===== src/hw/rtl/column_classify_dedup_macros.svh =====
// Assertion macros for the column classifier.
// Expects i_clk and i_rst_n in the scope where a macro is used.
`ifndef COLUMN_CLASSIFY_DEDUP_MACROS_SVH
`define COLUMN_CLASSIFY_DEDUP_MACROS_SVH

// Same-cycle implication, disabled while reset is asserted.
`define CCD_ASSERT_IMP(lbl, ante, cons, msg) \
    lbl: assert property (@(posedge i_clk) disable iff (!i_rst_n) (ante) |-> (cons)) \
        else $error(msg);

// Next-cycle implication, disabled while reset is asserted.
`define CCD_ASSERT_NXT(lbl, ante, cons, msg) \
    lbl: assert property (@(posedge i_clk) disable iff (!i_rst_n) (ante) |=> (cons)) \
        else $error(msg);

`endif


===== src/hw/rtl/ccd_ram.sv =====
// Generic single-port-write, single-port-read RAM with registered read data.
// No dependencies.
module ccd_ram #(
    parameter int WIDTH = 8,
    parameter int DEPTH = 64
) (
    input  logic                     i_clk,
    input  logic                     i_we,
    input  logic [$clog2(DEPTH)-1:0] i_waddr,
    input  logic [WIDTH-1:0]         i_wdata,
    input  logic                     i_re,
    input  logic [$clog2(DEPTH)-1:0] i_raddr,
    output logic [WIDTH-1:0]         o_rdata
);
    logic [WIDTH-1:0] r_mem [DEPTH];
    logic [WIDTH-1:0] r_rdata;

    always_ff @(posedge i_clk) begin
        if (i_we) begin
            r_mem[i_waddr] <= i_wdata;
        end
        if (i_re) begin
            r_rdata <= r_mem[i_raddr];
        end
    end

    assign o_rdata = r_rdata;
endmodule


===== config.mk =====
export PLATFORM = sky130hd
export DESIGN_NAME = ccd_ram
export DESIGN_NICKNAME = d
export VERILOG_FILES = /design/src/hw/rtl/column_classify_dedup_macros.svh /design/src/hw/rtl/ccd_ram.sv
export SDC_FILE = /design/constraint.sdc
export NUM_CORES = 1
export LEC_CHECK = 0
export BUFFER_PORTS_ARGS = -buffer_cell sky130_fd_sc_hd__buf_2
export CORE_MARGIN = 8
export CORE_UTILIZATION = 45
export DETAILED_ROUTE_END_ITERATION = 16
export GPL_TIMING_DRIVEN = 0
export PLACE_DENSITY = 0.71
export SLEW_MARGIN = 15
export SYNTH_ARGS = -nofsm -noshare
export SYNTH_HDL_FRONTEND = slang
export SYNTH_SLANG_ARGS = --single-unit

===== constraint.sdc =====
create_clock -name i_clk -period 4.45 [get_ports i_clk]
set_input_delay 0.2225 -clock i_clk [delete_from_list [all_inputs] [get_ports i_clk]]
set_output_delay 0.2225 -clock i_clk [all_outputs]
set_load 0.03 [all_outputs]

Word-level counts from Yosys, hierarchy flattened
Memory sizes are Yosys's and may differ from the RTL's. A register that Yosys moved wholly into a read port is not among the register bits. Index checks and enable logic that the tools add are counted.

Eq/ne operators: 0. Multipliers: 0. Shift operators: 0. Bitwise logic cells: 0. Divide/modulo/power cells: 0. $lt $le $gt $ge: 0. Muxes and demuxes: 2. Add/sub/neg operators: 0. Reductions and logical operators: 0.

Operators with widths (number): $mux 1 (2).

RAM bits: 512. Input bits: 23. Flip-flop bits (word level): 0. Memory bits (read-only): 0. Output and inout port bits: 8. Memories: 1. Latch bits: 0. Logic and storage cells: 3.

Memories: r_mem (depth 64, bits a word 8, rd ports 1, clocked after memory_dff 1, wr ports 1, RTL line ccd_ram.sv:15) `logic [WIDTH-1:0] r_mem [DEPTH];`.

Depth between registers and ports, before layout
Word-level depth: 2. Mapped depth: 9. Gate-level depth less buffers: 5.

Least setup slack after synthesis
No wires, ideal clock.

Path type: input-to-reg. From: in i_raddr[1]. To: reg r_rdata[3], in the netlist o_rdata[3] (read register of r_mem) (data pin). Setup slack: 2421 ps. Stages on the path: 7. Arrival: 1762 ps. Buffers on the path: 3. Library setup time: 266 ps. Required time: 4184 ps. Cell sequence: buf_4 buf_2 buf_2 mux4_2 mux4_2 o21ai_1 o41ai_1.

RTL lines: from (decl) (RTL line ccd_ram.sv:12) `input logic [$clog2(DEPTH)-1:0] i_raddr,`; to (decl) (RTL line ccd_ram.sv:16) `logic [WIDTH-1:0] r_rdata;`.

==> metrics <==
root buf cell=clkbuf_16; setup repair bufs after CTS=0; Vias=9899; CTS clk-pin slew, worst paths=0.06 ns; grt total ovfl=0; Seq cells post-synth=520; level count of the clock H-tree=2; crit path launch type=input pin; commonest cells after routing, fill and taps aside=520 x edfxtp_1, 126 x mux4_2, 83 x nor2_1, 49 x clkbuf_16, 30 x clkbuf_1; Post-DP HPWL=29700 µm; IO Pins=31; largest net degree at the start of global routing=65; initial antenna violation count=3; DRT antenna net count=0; Avg Cell Area, Syn=about 22 µm²; Synth cell types=39; mapped cell area=20200 µm²; Layout Nets=between 1000 and 1500; Synthesis Warnings=0; critical path endpoint category=flop; routed wire length=approximately 47000 µm; DR WL/cell=28.7 µm; status=completed; Die Ht=about 230 µm; crit-path max FO=10; input/output buffers=22; pre-CTS setup slack=between 1 and 1.5 ns; final worst slack=1.89 ns; Fmax=0.391 GHz; utilization after layout=0.510; Worst R2R Setup Slack=between 2 and 2.5 ns; Fillers=between 3000 and 4000; gr usage total=0.178; share of cells above drive strength 1=0.243; instance area at placement=21100 µm²; max cap viols=0; post-layout min period=roughly 2.6 ns; Pins Over Slew Limit=0; pwr/cell area=438 nW/µm²; drt first pass iters=7; DR iter-0 viols=about 1300; number of vias per cell=6.05; Routed met1 length=between 15000 and 20000 µm; Starting Density=0.457; Cells after DPL=~1600; fin crit share=0.574; wire length on met2=22700 µm; CTS-repair resized insts=0; Die Area=52000 µm²; Final Total Pwr=9.90 mW; sequential area share after synthesis=0.771; Max transition margin=0.198; maximum vdd ir drop=approximately 270 µV; HP Class=in -> reg; Design Area, Final=about 23000 µm²; CTS sink cnt=520; Finished Layout Cells=roughly 1600; Num CTS Buffers=47; setup tns final=0 ns; CTS tree=yes; Core ar.=roughly 44000 µm²; critical path arrival=2.84 ns; Fin Hold WS=between 0.06 and 0.07 ns; Mapped Nets=about 960; GPL Wtd Cong=roughly 0.9; max layer used=met5; Setup CP Type=in -> reg; Slew @ Worst Pin=1.20 ns; first-pass GRT wire length=between 60000 and 70000 µm; Layout area overhead=11.5%; RSZ-0062 raised after global routing=false; setup violators final=0; skew final=~0.011 ns; CTS Hold Bufs=0; leading cell type in the layout, fill and taps excluded=edfxtp_1; met3 WL post-DR=approximately 3900 µm; Cell Rows=77; Post-Syn Instances=940; die width=between 200 and 250 µm; Final Hold Vio Count=0; Leakage Power=between 6 and 7 nW; Worst-Skew Late Latency=0.56 ns; number of global-route vias before repair=approximately 10000; DR DRC count=0; Required @ worst endpoint=4.73 ns; Clock Path Buffers=3
[cell families (layout without fill, tap and decap cells)]
logic type	count (synthesis)	count (layout)	synth area share
flip-flops	520	520	0.771
multiplexers	162	162	0.159
AND/OR/NAND/NOR	153	153	0.0337
AO/OA/AOI/OAI	54	54	0.0206
buffers and inverters	51	154	0.0156
other	0	1	0
[worst paths after layout]
check / startpoint / to / cells past startpoint
setup / recovery: i_raddr[1] / o_rdata[5] / 7
hold reg to reg: r_mem[5][7] / o_rdata[7] / 4
setup reg to reg: r_mem[28][6] / o_rdata[6] / 5
hold / removal: i_re / o_rdata[2] / 1
[layout make-up]
cell class	instances	area, µm²	share of cell area
diodes	1	2.50	0.000111
plain buffers	51	317	0.0140
clock buffers	62	1270	0.0565
repair buffers	22	123	0.00543
clock inverters	19	188	0.00831
multi-input cells	369	4330	0.192
flip-flops and latches	520	15600	0.691
well taps	592	741	0.0328
[sequential cells by signal, summed over array words and instances, names as in the netlist]
signal and count:
r_mem 512, o_rdata 8
[power breakdown]
group	internal, mW	switching [mW]
registers	5.43	0.00854
clock network	2.24	1.68
logic	0.190	0.352
total	7.86	2.04
[worst max-delay path, cell delays in order]
cell and delay [ns]:
buf_4 0.20, buf_2 0.49, buf_4 0.34, buf_2 0.38
nand3b_1 0.37, o22ai_1 0.22, o41ai_1 0.60
[per-layer routing]
layer / GRT usage / up-vias
met1: 0.242 / 5216
met5: 0 / -
met3: 0.0347 / 98
li1: - / 4071
met2: 0.288 / 512
met4: 0.0547 / 2
[Yosys cell counts]
cell type,instances,area (µm²)
o41ai_1,2,17.5
o22ai_1,8,50.1
nor2_1,83,312
a31oi_1,1,6.26
mux2_2,13,146
nor2b_1,14,87.6
nand4_1,2,12.5
buf_12,2,40.0
o311ai_1,1,8.76
edfxtp_1,520,15600
or3_1,1,6.26
mux4_2,126,2840
buf_1,4,15.0
a21oi_1,3,15.0
clkbuf_1,17,63.8
o221ai_1,8,70.1
a2111oi_0,2,17.5
buf_6,4,45.0
o2111ai_1,3,26.3
nand3b_1,3,22.5
o32ai_1,2,17.5
o21a_1,2,15.0
a22oi_1,3,22.5
nand4b_1,1,8.76
and2_1,1,6.26
buf_4,13,97.6
nor4_1,2,12.5
nand2b_1,7,43.8
nand3_1,13,65.1
a211oi_1,4,30.0
o2bb2ai_1,3,26.3
buf_2,11,55.1
o21ai_0,2,10.0
mux2i_1,23,230
nand2_1,19,71.3
o221a_2,2,22.5
nor3_1,7,35.0
a221oi_1,6,52.6
o21ai_1,2,10.0
No activity file was read; power rests on OpenSTA's default activity.
