### src/hw/rtl/column_classify_dedup_macros.svh
// Assertion macros for the column classifier.
// Expects i_clk and i_rst_n in the scope where a macro is used.
`ifndef COLUMN_CLASSIFY_DEDUP_MACROS_SVH
`define COLUMN_CLASSIFY_DEDUP_MACROS_SVH

// Same-cycle implication, disabled while reset is asserted.
`define CCD_ASSERT_IMP(lbl, ante, cons, msg) \
    lbl: assert property (@(posedge i_clk) disable iff (!i_rst_n) (ante) |-> (cons)) \
        else $error(msg);

// Next-cycle implication, disabled while reset is asserted.
`define CCD_ASSERT_NXT(lbl, ante, cons, msg) \
    lbl: assert property (@(posedge i_clk) disable iff (!i_rst_n) (ante) |=> (cons)) \
        else $error(msg);

`endif

### src/hw/rtl/ccd_pkg.sv
// Shared types and constants of the column classifier.
// No dependencies; the interfaces, top level, row merge and id scan use it.
package ccd_pkg;

    localparam int ROWS_MAX_DEF     = 64;
    localparam int PATTERNS_MAX_DEF = 64;
    localparam int COLS_MAX_DEF     = 1024;

    localparam int ENTRY_W    = 5;
    localparam int ROWS_CFG_W = 7;
    localparam int COL_IDX_W  = 10;
    localparam int CLASS_W    = 2;
    localparam int ROW_OUT_W  = 6;
    localparam int ID_OUT_W   = 6;

    localparam logic [ROWS_CFG_W-1:0] ROWS_RESET = 7'd64;

    localparam logic [ENTRY_W-1:0] ENTRY_ZERO = 5'd0;
    localparam logic [ENTRY_W-1:0] ENTRY_ONE  = 5'd1;

    // Flags checked per cycle by the id scanner, a power of two.
    localparam int SCAN_GROUP = 16;
    localparam int SCAN_ID_W  = 10;

    typedef enum logic [CLASS_W-1:0] {
        CLS_ZERO     = 2'd0,
        CLS_ONE      = 2'd1,
        CLS_SINGLE   = 2'd2,
        CLS_DISTINCT = 2'd3
    } t_class;

    typedef struct packed {
        logic                 done;
        logic                 found;
        logic [SCAN_ID_W-1:0] id;
    } t_scan_res;

endpackage

### src/hw/rtl/ccd_row_merge.sv
// Compares one entry against a row of all stored patterns and builds the write-back row.
// Depends on ccd_pkg.
module ccd_row_merge #(
    parameter int PATTERNS_MAX = ccd_pkg::PATTERNS_MAX_DEF
) (
    input  logic [PATTERNS_MAX*ccd_pkg::ENTRY_W-1:0] i_rd_row,
    input  logic [ccd_pkg::ENTRY_W-1:0]              i_v,
    input  logic [$clog2(PATTERNS_MAX+1)-1:0]        i_stored,
    input  logic [PATTERNS_MAX-1:0]                  i_flags,
    output logic [PATTERNS_MAX-1:0]                  o_flags,
    output logic [PATTERNS_MAX*ccd_pkg::ENTRY_W-1:0] o_wr_row
);
    import ccd_pkg::*;

    localparam int SW = $clog2(PATTERNS_MAX + 1);

    always_comb begin
        for (int p = 0; p < PATTERNS_MAX; p++) begin
            // Only live patterns can mismatch; the slot at the fill point takes the entry.
            o_flags[p] = i_flags[p] ||
                         ((SW'(p) < i_stored) && (i_rd_row[p*ENTRY_W +: ENTRY_W] != i_v));
            o_wr_row[p*ENTRY_W +: ENTRY_W] = (SW'(p) == i_stored) ? i_v
                                             : i_rd_row[p*ENTRY_W +: ENTRY_W];
        end
    end
endmodule

### config.mk
export PLATFORM = sky130hd
export DESIGN_NAME = ccd_row_merge
export DESIGN_NICKNAME = d
export VERILOG_FILES = /design/src/hw/rtl/column_classify_dedup_macros.svh /design/src/hw/rtl/ccd_pkg.sv /design/src/hw/rtl/ccd_row_merge.sv
export SDC_FILE = /design/constraint.sdc
export NUM_CORES = 1
export LEC_CHECK = 0
export BUFFER_PORTS_ARGS = -buffer_cell sky130_fd_sc_hd__buf_2
export CAP_MARGIN = 20
export CORE_AREA = 10 10 297 299
export DETAILED_ROUTE_END_ITERATION = 12
export DIE_AREA = 0 0 307 309
export SETUP_SLACK_MARGIN = 0.2
export SLEW_MARGIN = 30
export SYNTH_ARGS = -nofsm -noshare
export SYNTH_HDL_FRONTEND = slang
export SYNTH_SLANG_ARGS = --single-unit
### constraint.sdc
create_clock -name vclk -period 2.7
set_input_delay 0.54 -clock vclk [all_inputs]
set_output_delay 0.54 -clock vclk [all_outputs]
set_load 0.05 [all_outputs]
After elaboration in Yosys (flattened, before gate mapping). Cells that the tools add are included.

Register bits: 0. Input bits: 396. Output and inout port bits: 384. Word-level logic and storage cells: 384.

Magnitude comparators: 64. Equal/unequal tests: 127. Mux-type cells: 64. Reductions and logical operators: 129.

Operators with widths (number): $mux W5 (64); $ne A5 B5 Y1 (64); $eq A6 B7 Y1 const A (32); $lt A6 B7 Y1 const A (32); $eq A5 B7 Y1 const A (16); $lt A5 B7 Y1 const A (16); $logic_and A1 B1 Y1 (64); $logic_or A1 B1 Y1 (64); $eq A4 B7 Y1 const A (8); $lt A4 B7 Y1 const A (8); $eq A3 B7 Y1 const A (4); $lt A3 B7 Y1 const A (4); $eq A2 B7 Y1 const A (2); $lt A1 B7 Y1 const A (2); $lt A2 B7 Y1 const A (2); $eq A1 B7 Y1 const A (1); $logic_not A7 Y1 (1).

Longest topological paths before layout. Gate-level depths: netlist (run 1).

Word-level depth: 3. Gate-level depth with buffers: 6. Gate-level depth less buffers: 3.

Worst setup path before layout (run 1). Ideal clock, no wire load.

Path type: input-to-output. Start point: input port i_stored[5]. End point: output port o_flags[48]. Arrival time: 2.436 ns. Data required time: 2.160 ns. Slack: -0.276 ns. Stages on the path: 6. Buffers on the path: 3. Cells stage by stage: buf_2 > buf_2 > buf_2 > a21o_1 > o41a_1 > a2bb2oi_1.

Longest elaborated chain between the ends: 3.

Ends and longest elaborated chain: start: declaration (line ccd_row_merge.sv:8) `input logic [$clog2(PATTERNS_MAX+1)-1:0] i_stored,`; $lt A6 B7 Y1 (line ccd_row_merge.sv:21) `((SW'(p) < i_stored) && (i_rd_row[p*ENTRY_W +: ENTRY_W] != i_v));`; $logic_and A1 B1 Y1 (line ccd_row_merge.sv:21); $logic_or A1 B1 Y1 (line ccd_row_merge.sv:20) `o_flags[p] = i_flags[p] ||`; end: declaration (line ccd_row_merge.sv:10) `output logic [PATTERNS_MAX-1:0] o_flags,`.

Every way passes these cells.

Worst setup path after layout (run 1).
Start point: input port i_stored[1]. End point: output port o_wr_row[25] (netlist bit).

Longest elaborated chain between the ends: 2.

Ends and longest elaborated chain: $eq A3 B7 Y1 (line ccd_row_merge.sv:22) `o_wr_row[p*ENTRY_W +: ENTRY_W] = (SW'(p) == i_stored) ? i_v`; $mux W5 (line ccd_row_merge.sv:22); end: declaration (line ccd_row_merge.sv:11) `output logic [PATTERNS_MAX*ccd_pkg::ENTRY_W-1:0] o_wr_row`.

Every way passes these cells.

==> flow_summary.json, run 1 <==
{
  "timing.critical_path.buf_inv": 5,
  "hold_class": "in2out",
  "path_common_cell": "buf_6",
  "vias_per_cell": 4.33,
  "yosysMostFrequentCell": "mux2_2",
  "finalSetupViolations": 0,
  "final_area_sq_um": 22700,
  "synth-xor-area-share": 0.308,
  "grt_max_degree": 46,
  "seq_cells": 0,
  "drcViolationCount": 0,
  "overflow": 0,
  "ys_top_cells_by_area": "mux2_2 39%, xor2_1 19%, xnor2_1 11%",
  "drtAntennaViolNets": 0,
  "synth_compound_area_frac": 0.0997,
  "synth_top_family_by_area": "multiplexers",
  "synth.mux.area_fraction": 0.396,
  "crit_chain": "buf_12 > buf_12 > nand4bb_1 > buf_6 > nor4_4 > buf_6 > mux2_2 > buf_6",
  "internal_power_uw": 1990,
  "syn_to_final_growth_pct": 149,
  "synth_seq_area_share": 0,
  "p_leak_uw": 0.00984,
  "period_minus_slack_ns": 2.67,
  "slowest_delay_ns": 0.36,
  "wl_mm": 95.4,
  "worstHoldStart": "i_rd_row[73]",
  "rsz0062_at_grt": "yes",
  "slowest_stage": "mux2_2",
  "cts_hold_buf": 0,
  "grt_pass1_wl_mm": 123,
  "pwr-share-seq": 0,
  "worstSetupStartpointType": "primary input",
  "vias": 13500,
  "syn_inst": 1089,
  "postSynthAreaPerCell_sq_um": 8.37,
  "port-buffer-count": 780,
  "synth_nets": 1485,
  "regArea_sq_um": 0,
  "fin_util": 0.277,
  "synth_commonest_cells": "314 x mux2_2, 201 x xor2_1, 119 x xnor2_1, 91 x nor3_1, 62 x clkbuf_1",
  "dpl-instance-area_sq_um": 18000,
  "die_area_sq_um": 94900,
  "ir_drop_uv": 116,
  "p_clk_frac": 0,
  "p_switching_uw": 2770,
  "path_class": "in2out",
  "crit_arrival_ns": 2.13,
  "slew_headroom": 0.682,
  "fin_crit_sh": 0.989,
  "gp_congestion": 0.958,
  "hold-path-endpoint": "o_wr_row[73]",
  "critPathRequiredTime_ns": 2.16,
  "fmax_mhz": 374,
  "slew_violations": 0,
  "yosys.area.top_type": "mux2_2",
  "p_sw_frac": 0.583,
  "die_x_microns": 307,
  "status": "completed",
  "hold_path_depth": 3,
  "pin_count": 780,
  "clockBufferCount": 0,
  "dr.pass1.iters": 5,
  "crit_cells": 8,
  "yosys_warnings": 0,
  "cp-startpoint": "i_stored[1]",
  "core_sq_um": 81800,
  "p_total_uw": 4760,
  "maxCapViolations": 0,
  "fin_tns_setup_ns": 0,
  "first_iter_violations": 820,
  "synth-simple-area-share": 0.147,
  "combPwrFrac": 1.000,
  "hpwl_mm": 81.0,
  "holdWs_ns": 1.46,
  "hold_violations": 0,
  "synth-adder-area-share": 0,
  "drive_above_1_share": 0.774,
  "grt_antenna_before_repair": 42,
  "wire_per_inst_microns": 30.6,
  "yosysTopAreaCellShare": 0.388,
  "initial_core_util": 0.111,
  "tightestPinTransition_ns": 0.477,
  "yosys.cell_types.count": 53,
  "endpoint_kind": "output port",
  "fin_nets": 2438,
  "syn-cell-area_sq_um": 9110,
  "crit_family": "buffers and inverters",
  "powerDensity_nw_per_um2": 210,
  "crit_fanout": 6,
  "chipHeight_microns": 309,
  "fp-row-count": 105,
  "first_global_vias": 14100,
  "track_usage": 0.183
}
logic make-up after synthesis:
kind of cell | count (synthesis)
muxes | 320
and+or+nand+nor | 223
AOI/OAI and AO/OA | 116
xor gates and xnor gates | 320
buffers and inverters | 110
tightest hold or removal path: cells and delay by family:
family,cells,cell delay [ns]
buf+inv,2,0.23
mux,1,0.15
power by group through the flow:
stage	combinational (uW)	clock (uW)	sequential, uW
after floorplan	2270	0	0
after global placement	4010	0	0
after detailed placement	4020	0	0
after CTS	4480	0	0
after global routing	4940	0	0
final	4760	0.000470	0
through the flow:
step           cells  setup slack (ns)
2_1_floorplan   1089             0.178
3_3_place_gp    3048            -0.339
3_5_place_dp    3048            -0.318
4_1_cts         3075            0.0468
5_1_grt         3110           -0.0213
6_report        3120            0.0289
layer usage:
metal,vias up,track usage,share of wire
met5,-,0,0.0030
met4,44,0.0185,0.022
met3,164,0.0478,0.075
met2,754,0.336,0.50
met1,6676,0.218,0.40
li1,5882,-,-
placed cells by master, fill, tap and decap left out, types with 6 or more instances in the layout:
cell         n
buf_6      184
mux2_2     162
xnor2_1    119
xor2_1     200
a211oi_2    10
buf_12     146
nor2_4      10
a211oi_1     7
a2bb2oi_2   10
buf_4      149
buf_16       6
nand2_8     10
diode_2     10
a22oi_2      9
a41oi_4      6
nor3_4      12
nand2_4      9
buf_2      430
a41oi_2     32
nor3_1      76
buf_8      133
mux2_4     158
nor3_2      12
clkbuf_4     7
nand4_1      7
nand2_2      8
nor2_1      15
nor4_4       8
cell type report:
cell class / instances / area (sq um)
antenna: 10 / 25.0
timing repair buffer: 1060 / 10600
inverter: 1 / 3.75
multi-input combinational: 979 / 10700
tap: 1070 / 1340
fill: 8539 / 59200
worst max path at each step:
stage,slack (ns),end
floorplan,0.18,o_flags[48]
global placement,-0.34,o_wr_row[156]
detailed placement,-0.32,o_wr_row[158]
CTS,0.05,o_wr_row[242]
global route,-0.02,o_wr_row[107]
finish,0.03,o_wr_row[25]
repair_timing:
item,in CTS,in global routing
resized for setup,701,440
setup buffers,23,30
gates cloned,4,5
pin swaps,39,39
setup endpoints to repair,379,353
Power figures use the tool's default switching activity.
==> run 2: changes to the inputs <==
--- a/config.mk
+++ b/config.mk
@@ -5,11 +5,12 @@
 export SDC_FILE = /design/constraint.sdc
 export NUM_CORES = 1
 export LEC_CHECK = 0
+export ABC_AREA = 1
 export BUFFER_PORTS_ARGS = -buffer_cell sky130_fd_sc_hd__buf_2
 export CAP_MARGIN = 20
-export CORE_AREA = 10 10 297 299
+export CORE_AREA = 10 10 294 296
 export DETAILED_ROUTE_END_ITERATION = 12
-export DIE_AREA = 0 0 307 309
+export DIE_AREA = 0 0 304 306
 export SETUP_SLACK_MARGIN = 0.2
 export SLEW_MARGIN = 30
 export SYNTH_ARGS = -nofsm -noshare
==> run 2 against run 1 <==
  * Cell area fell by 5.7%
  * Power fell by 6.5%
  * Synthesized cell count rose by 120%
  * First-iteration DRC count rose by 39%
  * Critical path type unchanged
  * Non-clock buffer count fell by 30
  * Setup slack improved by 0.13 ns
  * Core utilization fell by 1.1 points
  * Via count rose by 38%
  * Die area fell by 1.9%
==> flow_summary.json, run 2 <==
{
  "port-buffer-count": 780,
  "rsz0062_at_grt": "yes",
  "worst_slack_ns": 0.159,
  "fin_nets": 3765,
  "drtAntennaViolNets": 0,
  "slowest_stage": "nor2_4",
  "yosys_warnings": 0,
  "layout_commonest_cell": "nand2_1",
  "ir_drop_uv": 110,
  "syn_inst": 2441,
  "maxCapViolations": 0,
  "fp-row-count": 104,
  "die_area_sq_um": 93000,
  "fin_crit_sh": 0.941,
  "wl_mm": 95.7,
  "yosysMostFrequentCell": "nand2_1",
  "seq_cells": 0,
  "endpoint_kind": "output port",
  "first_iter_violations": 1142,
  "regArea_sq_um": 0,
  "crit_chain": "buf_4 > nor2_4 > inv_2 > nor2_4 > buf_12 > nand2_2 > buf_12 > nand2_1 > o21ai_2 > buf_2",
  "syn_to_final_growth_pct": 103,
  "critPathRequiredTime_ns": 2.16,
  "final_area_sq_um": 21400,
  "slew_violations": 0,
  "multi_input_area_sq_um": 10300,
  "dr.pass1.iters": 5,
  "gp_congestion": 0.936,
  "synth_nets": 2837,
  "initial_core_util": 0.131,
  "period_minus_slack_ns": 2.54,
  "status": "completed",
  "chipHeight_microns": 306,
  "finalSetupViolations": 0,
  "wire_per_inst_microns": 21.6,
  "track_usage": 0.188,
  "fmax_mhz": 394,
  "vias_per_cell": 4.22,
  "hold_class": "in2out",
  "path_class": "in2out",
  "dpl-instance-area_sq_um": 19600,
  "grt_max_degree": 35,
  "syn-cell-area_sq_um": 10500,
  "overflow": 0,
  "synth_seq_area_share": 0,
  "drive_above_1_share": 0.428,
  "fillCellCount": 9071,
  "postSynthAreaPerCell_sq_um": 4.31,
  "die_x_microns": 304,
  "ys_top_cells_by_area": "nand2_1 41%, o21ai_0 15%, inv_1 12%",
  "clockBufferCount": 0,
  "yosys.cell_types.count": 27,
  "final_cell_mix": "1,121 x nand2_1, 483 x buf_2, 338 x inv_1, 319 x buf_4",
  "crit_fanout": 10,
  "synth_commonest_cells": "1,145 x nand2_1, 349 x inv_1, 318 x o21ai_0, 246 x nor2_1, 65 x nand3_1",
  "crit_arrival_ns": 2.00,
  "core_sq_um": 80300,
  "vias": 18700,
  "tightestPinTransition_ns": 0.401,
  "slew_headroom": 0.731,
  "yosysTopAreaCellShare": 0.409,
  "pin_count": 780,
  "grt_pass1_wl_mm": 131,
  "p_leak_uw": 0.0129,
  "first_global_vias": 18300,
  "powerDensity_nw_per_um2": 208,
  "hold_violations": 0,
  "drcViolationCount": 0,
  "slowest_delay_ns": 0.21,
  "dp_slack_ns": -0.253,
  "grt_antenna_before_repair": 27,
  "worstSetupStartpointType": "primary input",
  "hpwl_mm": 81.6,
  "yosys.area.top_type": "nand2_1"
}
==> run 2: cell count changes in the layout (fill, tap and decap cells not counted), sizes merged, moves of 201 or more <==
cell	delta
inv	+358
mux2	-320
nand2	+1178
nor2	+241
o21ai	+339
xor2	-201
==> run 2: critical path, delay by kind of cell <==
family	cells	cell delay, ns
compound gates	1	0.06
buf+inv	5	0.80
simple gates	4	0.56
==> run 2: stage by stage <==
stage / power (uW) / util / TNS [ns] / hold slack (ns) / std cells
after floorplan: 2400 / - / -3.32 / 1.31 / 2441
after global placement: 4150 / 0.244 / -2.99 / 1.43 / 4404
after detailed placement: 4170 / 0.244 / -2.79 / 1.43 / 4404
after CTS: 4340 / 0.257 / 0 / 1.41 / 4413
after global routing: 4750 / 0.266 / 0 / 1.43 / 4428
final: 4450 / 0.266 / 0 / 1.41 / 4432
==> run 2: cell type report <==
| type | instances | share of cell area |
|---|---|---|
| antenna | 5 | 0.000586 |
| inverter | 361 | 0.0661 |
| multi-input combinational | 1976 | 0.480 |
| tap | 1060 | 0.0621 |
| timing repair buffer | 1030 | 0.391 |
==> run 2: cells by family (layout without fill, tap and decap cells) <==
logic type | after synthesis | after routing | share of synthesized area
AOI/OAI and AO/OA | 367 | 367 | 0.177
xor gates and xnor gates | 64 | 64 | 0.0533
buffers and inverters | 466 | 1391 | 0.176
other | 0 | 5 | 0
and+or+nand+nor | 1544 | 1545 | 0.594
==> run 2: worst paths after layout <==
kind | slack [ns] | depth (start not counted) | end | start
setup / recovery | 0.16 | 10 | o_wr_row[48] | i_stored[6]
hold / removal | 1.41 | 4 | o_flags[62] | i_flags[62]
==> run 2: routing by layer <==
metal,track usage,routed length (microns),vias up
met5,0,121,-
met4,0.0394,2400,18
met1,0.229,39900,8493
met2,0.340,47000,843
li1,-,-,9236
met3,0.0341,6280,127
==> run 2: timing repair <==
| action | 4_1_cts | 5_1_grt |
|---|---|---|
| pin swaps | 12 | 7 |
| endpoints found under the setup margin | 348 | 284 |
| hold buffers | 0 | 0 |
| setup buffers | 9 | 11 |
| resized for setup | 289 | 219 |
| gates cloned | 0 | 3 |
==> run 2: power by group <==
part / internal [uW] / switching (uW)
clock network: 0.000249 / 0
logic: 1540 / 2910
registers: 0 / 0
