`config.mk`:
```
export PLATFORM = sky130hd
export DESIGN_NAME = ccd_id_scan
export DESIGN_NICKNAME = d
export VERILOG_FILES = /design/src/hw/rtl/column_classify_dedup_macros.svh /design/src/hw/rtl/ccd_pkg.sv /design/src/hw/rtl/ccd_id_scan.sv
export SDC_FILE = /design/constraint.sdc
export NUM_CORES = 1
export LEC_CHECK = 0
export ABC_AREA = 0
export BUFFER_PORTS_ARGS = -buffer_cell sky130_fd_sc_hd__buf_2
export CORE_AREA = 5 5 68 55
export CTS_CLUSTER_DIAMETER = 30
export DETAILED_ROUTE_END_ITERATION = 7
export DIE_AREA = 0 0 73 60
export PLACE_DENSITY = 0.88
export SYNTH_ARGS = -nofsm -noshare
export SYNTH_HDL_FRONTEND = slang
export SYNTH_SLANG_ARGS = --single-unit
```
`constraint.sdc`:
```
create_clock -name i_clk -period 3 [get_ports i_clk]
set_clock_uncertainty 0.05 [all_clocks]
set_input_delay 0.3 -clock i_clk [delete_from_list [all_inputs] [get_ports i_clk]]
set_output_delay 0.3 -clock i_clk [all_outputs]
set_load 0.005 [all_outputs]
```
`src/hw/rtl/column_classify_dedup_macros.svh`:
```
// Assertion macros for the column classifier.
// Expects i_clk and i_rst_n in the scope where a macro is used.
`ifndef COLUMN_CLASSIFY_DEDUP_MACROS_SVH
`define COLUMN_CLASSIFY_DEDUP_MACROS_SVH

// Same-cycle implication, disabled while reset is asserted.
`define CCD_ASSERT_IMP(lbl, ante, cons, msg) \
    lbl: assert property (@(posedge i_clk) disable iff (!i_rst_n) (ante) |-> (cons)) \
        else $error(msg);

// Next-cycle implication, disabled while reset is asserted.
`define CCD_ASSERT_NXT(lbl, ante, cons, msg) \
    lbl: assert property (@(posedge i_clk) disable iff (!i_rst_n) (ante) |=> (cons)) \
        else $error(msg);

`endif

```
`src/hw/rtl/ccd_pkg.sv`:
```
// Shared types and constants of the column classifier.
// No dependencies; the interfaces, top level, row merge and id scan use it.
package ccd_pkg;

    localparam int ROWS_MAX_DEF     = 64;
    localparam int PATTERNS_MAX_DEF = 64;
    localparam int COLS_MAX_DEF     = 1024;

    localparam int ENTRY_W    = 5;
    localparam int ROWS_CFG_W = 7;
    localparam int COL_IDX_W  = 10;
    localparam int CLASS_W    = 2;
    localparam int ROW_OUT_W  = 6;
    localparam int ID_OUT_W   = 6;

    localparam logic [ROWS_CFG_W-1:0] ROWS_RESET = 7'd64;

    localparam logic [ENTRY_W-1:0] ENTRY_ZERO = 5'd0;
    localparam logic [ENTRY_W-1:0] ENTRY_ONE  = 5'd1;

    // Flags checked per cycle by the id scanner, a power of two.
    localparam int SCAN_GROUP = 16;
    localparam int SCAN_ID_W  = 10;

    typedef enum logic [CLASS_W-1:0] {
        CLS_ZERO     = 2'd0,
        CLS_ONE      = 2'd1,
        CLS_SINGLE   = 2'd2,
        CLS_DISTINCT = 2'd3
    } t_class;

    typedef struct packed {
        logic                 done;
        logic                 found;
        logic [SCAN_ID_W-1:0] id;
    } t_scan_res;

endpackage

```
`src/hw/rtl/ccd_id_scan.sv`:
```
// Finds the first live pattern without a mismatch, one group of flags per cycle.
// Depends on ccd_pkg.
module ccd_id_scan #(
    parameter int PATTERNS_MAX = ccd_pkg::PATTERNS_MAX_DEF
) (
    input  logic                              i_clk,
    input  logic                              i_rst_n,
    input  logic                              i_start,
    input  logic [PATTERNS_MAX-1:0]           i_flags,
    input  logic [$clog2(PATTERNS_MAX+1)-1:0] i_stored,
    output ccd_pkg::t_scan_res                o_res
);
    import ccd_pkg::*;

    localparam int G    = SCAN_GROUP;
    localparam int GB   = $clog2(G);
    localparam int NG   = (PATTERNS_MAX + G - 1) / G;
    localparam int PADW = NG * G;
    localparam int GW   = (NG > 1) ? $clog2(NG) : 1;
    localparam int IW   = $clog2(PADW);
    localparam int SW   = $clog2(PATTERNS_MAX + 1);
    localparam int CMW  = (IW > SW) ? IW : SW;

    logic          r_busy;
    logic [GW-1:0] r_grp;
    logic [PADW-1:0] w_pad;
    logic [IW-1:0] w_base;
    logic [G-1:0]  w_grp;
    logic [IW-1:0] w_idx_k;
    logic [IW-1:0] w_sel;
    logic          w_hit;
    logic          w_done;

    assign w_pad  = PADW'(i_flags);
    assign w_base = IW'({r_grp, {GB{1'b0}}});
    assign w_grp  = w_pad[w_base +: G];

    always_comb begin
        w_hit   = 1'b0;
        w_sel   = '0;
        w_idx_k = '0;
        // Walk downward so the lowest matching index wins.
        for (int k = G - 1; k >= 0; k--) begin
            w_idx_k = w_base | IW'(k);
            if (!w_grp[k] && (CMW'(w_idx_k) < CMW'(i_stored))) begin
                w_hit = 1'b1;
                w_sel = w_idx_k;
            end
        end
    end

    assign w_done = r_busy && (w_hit || (r_grp == GW'(NG - 1)));

    always_ff @(posedge i_clk) begin
        if (!i_rst_n) begin
            r_busy <= 1'b0;
            r_grp  <= '0;
        end else if (i_start) begin
            r_busy <= 1'b1;
            r_grp  <= '0;
        end else if (w_done) begin
            r_busy <= 1'b0;
        end else if (r_busy) begin
            r_grp <= r_grp + GW'(1);
        end
    end

    assign o_res.done  = w_done;
    assign o_res.found = w_hit;
    assign o_res.id    = SCAN_ID_W'(w_sel);
endmodule
```
# --- After elaboration in Yosys (flattened, before gate mapping) ---
# Index checks and enable logic that the tools add are counted.
classes:
  addsub: 1
  multipliers: 0
  div: 0
  order_cmp: 16
  n_eq_ne: 1
  n_shift: 1
  muxes: 34
  bitwise_logic: 2
  reduce_logical: 37
op_table:
  columns: ["cell", "n"]
  rows:
  - ["$lt 6x7->1", 16]
  - ["$mux 6", 16]
  - ["$shiftx 64x7->16", 1]
  - ["$mux 1", 18]
  - ["$logic_and 1x1->1", 17]
  - ["$logic_not 1->1", 16]
  - ["$add 2x1->2 const B", 1]
  - ["$eq 2x2->1 const B", 1]
  - ["$not 1->1", 2]
  - ["$reduce_and 2->1", 1]
  - ["$reduce_bool 2->1", 1]
  - ["$reduce_or 2->1", 1]
  - ["$logic_or 1x1->1", 1]
totals:
  register_bits: 3
  latch_bits: 0
  ram_bits: 0
  mem_bits_ro: 0
  input_bits: 74
  output_inout_bits: 12
  wordCells: 94
  n_memories: 0

# --- Logic depth before layout (Yosys ltp) ---
# Gate-level depths: netlist of run 1.
depth:
  word_depth: 23
  depth_mapped: 11
  mapped_depth_nobuf: 8

# --- Least setup slack after synthesis of run 1 ---
# No wires, ideal clock.
synth_timing:
  path_type: "input to output"
  from: "input port i_stored[5]"
  to: "output port o_res[11] in the netlist's numbering"
  arrival_time_ps: 2372
  required_ps: 2650
  path_slack_ps: 278
  path_stages: 9
  path_buffers: 1
  path_cell_list: "inv_1 > ha_1 > a21oi_1 > nor2_1 > o32ai_1 > or4_4 > or2_2 > o21a_1 > buf_4"
synth_via:
  elab_chain_len: 20
  word_cells_on_any_way: 50
  cone_classes: "order compare (16); mux (16); reduce/logical (18)"
synth_rtl:
  columns: ["item", "line", "rtl"]
  rows:
  - ["start: declaration", "ccd_id_scan.sv:10", "input logic [$clog2(PATTERNS_MAX+1)-1:0] i_stored,"]
  - ["$lt 6x7->1", "ccd_id_scan.sv:45", "if (!w_grp[k] && (CMW'(w_idx_k) < CMW'(i_stored))) begin"]
  - ["$logic_and 1x1->1", "ccd_id_scan.sv:45", null]
  - ["$mux 1 (15 in a row)", "ccd_id_scan.sv:45", null]
  - ["$mux 1 (*)", "ccd_id_scan.sv:45", null]
  - ["named net w_hit", "ccd_id_scan.sv:31", "logic w_hit;"]
  - ["$logic_or 1x1->1 (*)", "ccd_id_scan.sv:52", "assign w_done = r_busy && (w_hit || (r_grp == GW'(NG - 1)));"]
  - ["$logic_and 1x1->1 (*)", "ccd_id_scan.sv:52", null]
  - ["end: declaration", "ccd_id_scan.sv:11", "output ccd_pkg::t_scan_res o_res"]
# Mark *: on every way through the listed nets, which the timed path passes. The rest lies on a longest branch.

==> metrics.yaml, run 1 <==
synthArstFlopShare: 0
crit_required_ns: 2.65
hold_depth: 2
htree_levels: 1
use_met1: 0.221
synth_cell_types: 49
cts_tree: "built"
wl_mm: 4.04
initial_core_util: 0.391
maxSlewViolCount: 0
busiest_layer: "met2"
route.detailed.drc: 0
yosysWarnings: 0
rows: 18
synthTopCellsByArea: "mux4_2 (17%), mux4_1 (15%), a21oi_1 (5.8%)"
root_buffer: "clkbuf_8"
n_antenna_cell: 0
cp.arrival_ns: 2.59
status: "finished clean"
place_congestion: 0.912
antenna_found_initial: 0
drive_above_1_share: 0.534
pre_cts_ws_ns: 0.119
min_to: "r_busy"
dieArea_mm2: 0.00438
cts.clk_slew.worst_paths_ns: 0.03
ant_nets: 0
dieHeight_um: 60
fin_hold_ws_ns: 0.255
num-fill-cells: 286
die_x_um: 73
cts_buffers: 3
area_growth_pct: 46.5
synth-edff-count: 0
first_pass_iters: 4
timing.final.crit_share: 0.981
power_density_mw_per_mm2: 175
fin_area_mm2: 0.00176
yosysTopAreaCellShare: 0.169
dp_hpwl_mm: 3.30
cp_max_fo: 4
syn_area_mm2: 0.00120
avgViaCountPerCell: 5.65
seq_area_frac_synth: 0.0501
leakage_uw: 0.000818
synthTopCellsByCount: "a21oi_1 (14), mux4_2 (9), inv_1 (8), nand2_1 (8)"
cts_hold_buf: 0
avgSynthCellArea_um2: 9.08
power_uw: 308
grt_pass1_vias: 1496
vias: 1474
fin_ws_ns: 0.0562
wire_per_inst_um: 15.5
cts.sinks: 3
synth-seq-cells: 3
vdd_drop_max_uv: 91.7
timing.rr.end: "r_grp[1]"
worstSetupPathType: "flip-flop to primary output"
num_io_pins: 86
ff2ff_setup_slack_ns: 0.47
end_kind: "primary output"
final_core_util: 0.573
crit_path_start_kind: "flip-flop"
r2r_start: "r_grp[0]"
fin_nets: 300
grt_usage: 0.181
maxCapViolCount: 0
coreArea_mm2: 0.00306
hp-start: "i_rst_n"
synth_most_common_cell: "a21oi_1"
yosys.area.top_type: "mux4_2"
use_met3: 0.0286
clk-insertion-delay-late_ns: 0.22
fmax_mhz: 340
ys.flop_type: "dfxtp_1"
reg2reg_depth: 7
place.port_buffers: 81
drt_iter0_drc: 164
use_met2: 0.321
grt_max_degree: 20
place_area_mm2: 0.00166
grt_overflow: 0
clock_path_buffers: 2
grt_pass1_wl_mm: 6.23
hold_violations: 0
netlist_instances: 132
setup_violations: 0
min_period_ns: 2.94
hold_class: "input pin to flip-flop"
==> layer usage <==
layer  share of wire  up-vias  routed length [µm]
li1                -      713                   -
met1            0.40      676                1630
met2            0.51       81                2080
met3           0.079        4                 321
met4          0.0042        0                  17
met5               0        -                   0
==> worst max-delay path by stage <==
stage / from / end / slack [ns]
floorplan: i_stored[5] / o_res[11] / 0.28
global placement: i_stored[5] / o_res[11] / 0.16
detailed placement: i_stored[5] / o_res[11] / 0.12
CTS: r_grp[0] / o_res[11] / 0.02
global route: r_grp[1] / o_res[11] / -0.02
finish: r_grp[0] / o_res[11] / 0.06
==> what timing repair did <==
action                                  4_1_cts  5_1_grt
endpoints found under the setup margin        3        4
gates resized for setup                       2        8
pin swaps                                     1        2
setup buffers                                 0        3
==> critical path, cell delays in order, from the launching register on <==
cell      delay [ns]
dfxtp_1         0.33
ha_1            0.31
and4bb_2        0.29
a32o_1          0.21
a21oi_2         0.08
or4_4           0.57
or2_4           0.29
o21a_1          0.17
buf_2           0.12
==> flip-flops by register name, summed over array words and instances (netlist names) <==
| name | count |
|---|---|
| r_grp | 2 |
| r_busy | 1 |
==> placed cells by master, fill, tap and decap left out, drive strengths merged, types with 2 or more instances in the layout <==
master   count
buf         93
mux4        16
a21oi       14
inv          8
nand2        8
o21ai        8
a21o         6
nor2         5
and2         4
conb         4
ha           4
clkbuf       4
o21a         3
nor3         3
dfxtp        3
nand2b       2
o22ai        2
a2bb2oi      2
nor2b        2
o32a         2
a211oi       2
mux2i        2
o32ai        2
==> power breakdown <==
| group | internal, µW | total (µW) | switching (µW) |
|---|---|---|---|
| registers | 40.9 | 41.4 | 0.475 |
| clock network | 91.0 | 122 | 30.6 |
| logic | 81.8 | 145 | 62.8 |
==> logic make-up after synthesis <==
logic type	synth area share
compound gates	0.280
fa+ha+maj	0.0418
buf+inv	0.0898
flops	0.0501
mux	0.339
other cells	0.00313
simple gates	0.196
==> through the flow <==
step,cells,TNS (ns)
finish,261,0
CTS,258,0
global route,261,-0.0363
detailed placement,254,0
global placement,254,0
floorplan,135,0
==> layout make-up <==
class                      instances  area, µm²  area share
tap                               40       50.0      0.0285
sequential                         3       60.1      0.0342
inverter                           8       30.0      0.0171
timing repair buffer              93        499       0.284
multi-input combinational        113       1070       0.610
clock buffer                       4       45.0      0.0257
No activity file was read; power rests on OpenSTA's default activity.
==> run 2, diff against run 1 <==
- BUFFER_PORTS_ARGS: -buffer_cell sky130_fd_sc_hd__buf_2 -> default
- CAP_MARGIN: default -> 20
- CORE_AREA: 5 5 68 55 -> 5 5 60 49
- DIE_AREA: 0 0 73 60 -> 0 0 65 54
- DONT_BUFFER_PORTS: default -> 1
- PLACE_DENSITY: 0.88 -> 0.76
- clock period: 3 -> 2.77 ns (I/O delays scaled with it)
==> run 2 against run 1 <==
  * Largest cell class unchanged
  * First-iteration DRC count down 59%
  * Setup slack worse by 0.061 ns
  * Cell area down 19%
  * Die area down 20%
  * Critical path depth down 1
  * The flow now finishes with violations (negative setup slack)
  * Global-route usage up 2.9 points
  * Final cell count down 33%
==> metrics.yaml, run 2 (synthesis results as in run 1) <==
status: "complete, but fails checks"
violations: "negative setup slack"
setup_violations: 1  # +1
die_x_um: 65  # -11%
p_sw_frac: 0.351  # +0.0462
top_regs: "r_grp (2), r_busy (1)"
p_seq_frac: 0.185  # +0.050
placed_cells: 161  # -37%
hold_depth: 1  # -1
cts_buffers: 3  # unchanged
route.detailed.drc: 0  # unchanged
dp_hpwl_mm: 3.11  # -5.8%
fin_hold_ws_ns: 0.102  # -0.152 ns
hold_violations: 0  # unchanged
largest-register: "r_grp"
largest_register_ffs: 2  # unchanged
rows: 16  # -2
grt_pass1_wl_mm: 5.67  # -9.0%
n_antenna_cell: 0  # unchanged
place_congestion: 0.877  # -3.8%
setup-tns-final_ns: -0.00504  # -0.00504 ns
root_buffer: "clkbuf_4"
pre_cts_ws_ns: 0.0787  # -0.0401 ns
hold_class: "input pin to flip-flop"
grt_usage: 0.210  # +0.0291
reg2reg_depth: 8  # +1
place.port_buffers: 0  # -100%
grt_max_degree: 20  # unchanged
drive_above_1_share: 0.372  # -0.162
cp_max_fo: 6  # +2
power_uw: 241  # -22%
slew_headroom: 0.669
min_to: "r_busy"
p_int_uw: 156  # -27%
coreArea_mm2: 0.00238  # -22%
ant_nets: 0  # unchanged
avgViaCountPerCell: 7.39  # +31%
timing.rr.end: "r_grp[1]"
crit_required_ns: 2.44  # -0.21 ns
worstSetupPathType: "flip-flop to primary output"
wire_per_inst_um: 23.4  # +51%
vias: 1294  # -12%
cts.sinks: 3  # unchanged
p_clk_frac: 0.344  # -0.051
min_period_ns: 2.78
final_common_cell: "buf_4"
grt_pass1_vias: 1224  # -18%
num-fill-cells: 202  # -29%
grt_overflow: 0  # unchanged
fin_nets: 227  # -24%
num_io_pins: 86  # unchanged
fmax_mhz: 360
maxCapViolCount: 0  # unchanged
vdd_drop_max_uv: 96.9  # +5.7%
htree_levels: 1  # unchanged
critPathLaunch: "r_grp[1]"
antenna_found_initial: 0  # unchanged
power_density_mw_per_mm2: 169  # -3.6%
cts_tree: "built"
mostFrequentLayoutCells: "buf_4 (17), a21oi_1 (13), mux4_2 (13)"
cp.arrival_ns: 2.45  # -0.14 ns
crit_path_start_kind: "flip-flop"
end_kind: "primary output"
initial_core_util: 0.503  # +0.112
drt_iter0_drc: 68  # -59%
p_switching_uw: 84.7  # -9.8%
hp-start: "i_rst_n"
clock_path_buffers: 2  # unchanged
tightestPinTransition_ns: 0.491
clk-insertion-delay-late_ns: 0.24  # +0.02 ns
fin_cells: 175  # -33%
maxSlewViolCount: 0  # unchanged
fin_ws_ns: -0.00504  # -0.0612 ns
wl_mm: 4.09  # +1.2%
first_pass_iters: 4  # unchanged
area_growth_pct: 19.1
timing.final.crit_share: 1.00
cts.clk_slew.worst_paths_ns: 0.05  # +0.02 ns
dieArea_mm2: 0.00351  # -20%
r2r_start: "r_grp[1]"
leakage_uw: 0.000529  # -35%
dieHeight_um: 54  # -10%
pwr-share-comb: 0.471  # about the same
ff2ff_setup_slack_ns: 0.11  # -0.36 ns
-- run 2: how the worst max path moves through the flow --
stage,end,slack [ns],depth (start not counted)
after floorplan,o_res[11],0.09,8
after global placement,o_res[11],0.12,8
after detailed placement,o_res[11],0.08,8
after CTS,o_res[11],0.004,7
after global routing,o_res[11],-0.05,7
final,o_res[11],-0.005,7
-- run 2: repair_timing --
action | CTS | global route
setup endpoints to repair | 5 | 5
setup buffers | 3 | 7
pin swaps | 2 | 8
hold buffers | 0 | 0
gates resized for setup | 8 | 18
-- run 2: layout make-up --
class / count / area, µm² / area share
timing repair buffer: 20 / 174 / 0.122
tap: 27 / 33.8 / 0.0237
multi-input combinational: 113 / 1100 / 0.771
clock buffer: 4 / 26.3 / 0.0184
inverter: 8 / 30.0 / 0.0210
sequential: 3 / 62.6 / 0.0438
-- run 2: power groups by stage --
stage | combinational (µW) | sequential [µW] | clock [µW]
6_report | 114 | 44.6 | 82.9
4_1_cts | 98.8 | 44.7 | 78.3
3_5_place_dp | 93.9 | 45.3 | 0
3_3_place_gp | 90.7 | 45.3 | 0
5_1_grt | 122 | 44.6 | 83.4
2_1_floorplan | 80.7 | 45.2 | 0
-- run 2: worst max-delay path, stage by stage (launching register included) --
cell     delay [ns]
dfxtp_2        0.34
ha_4           0.29
a21oi_1        0.09
nor2_2         0.29
o32ai_2        0.17
or4_4          0.55
or2_4          0.27
o21a_1         0.19
-- run 2: through the flow --
stage | utilization | instance area (µm²)
after detailed placement | 0.521 | 1240
after global placement | 0.521 | 1240
after global routing | 0.599 | 1430
after floorplan | - | 1210
after CTS | 0.547 | 1300
final | 0.599 | 1430
-- run 2: routing by layer --
| metal | share of wire | global-route usage |
|---|---|---|
| met1 | 0.37 | 0.254 |
| met2 | 0.52 | 0.365 |
| met4 | 0.026 | 0.0772 |
| met5 | 0 | 0 |
| met3 | 0.093 | 0.0522 |
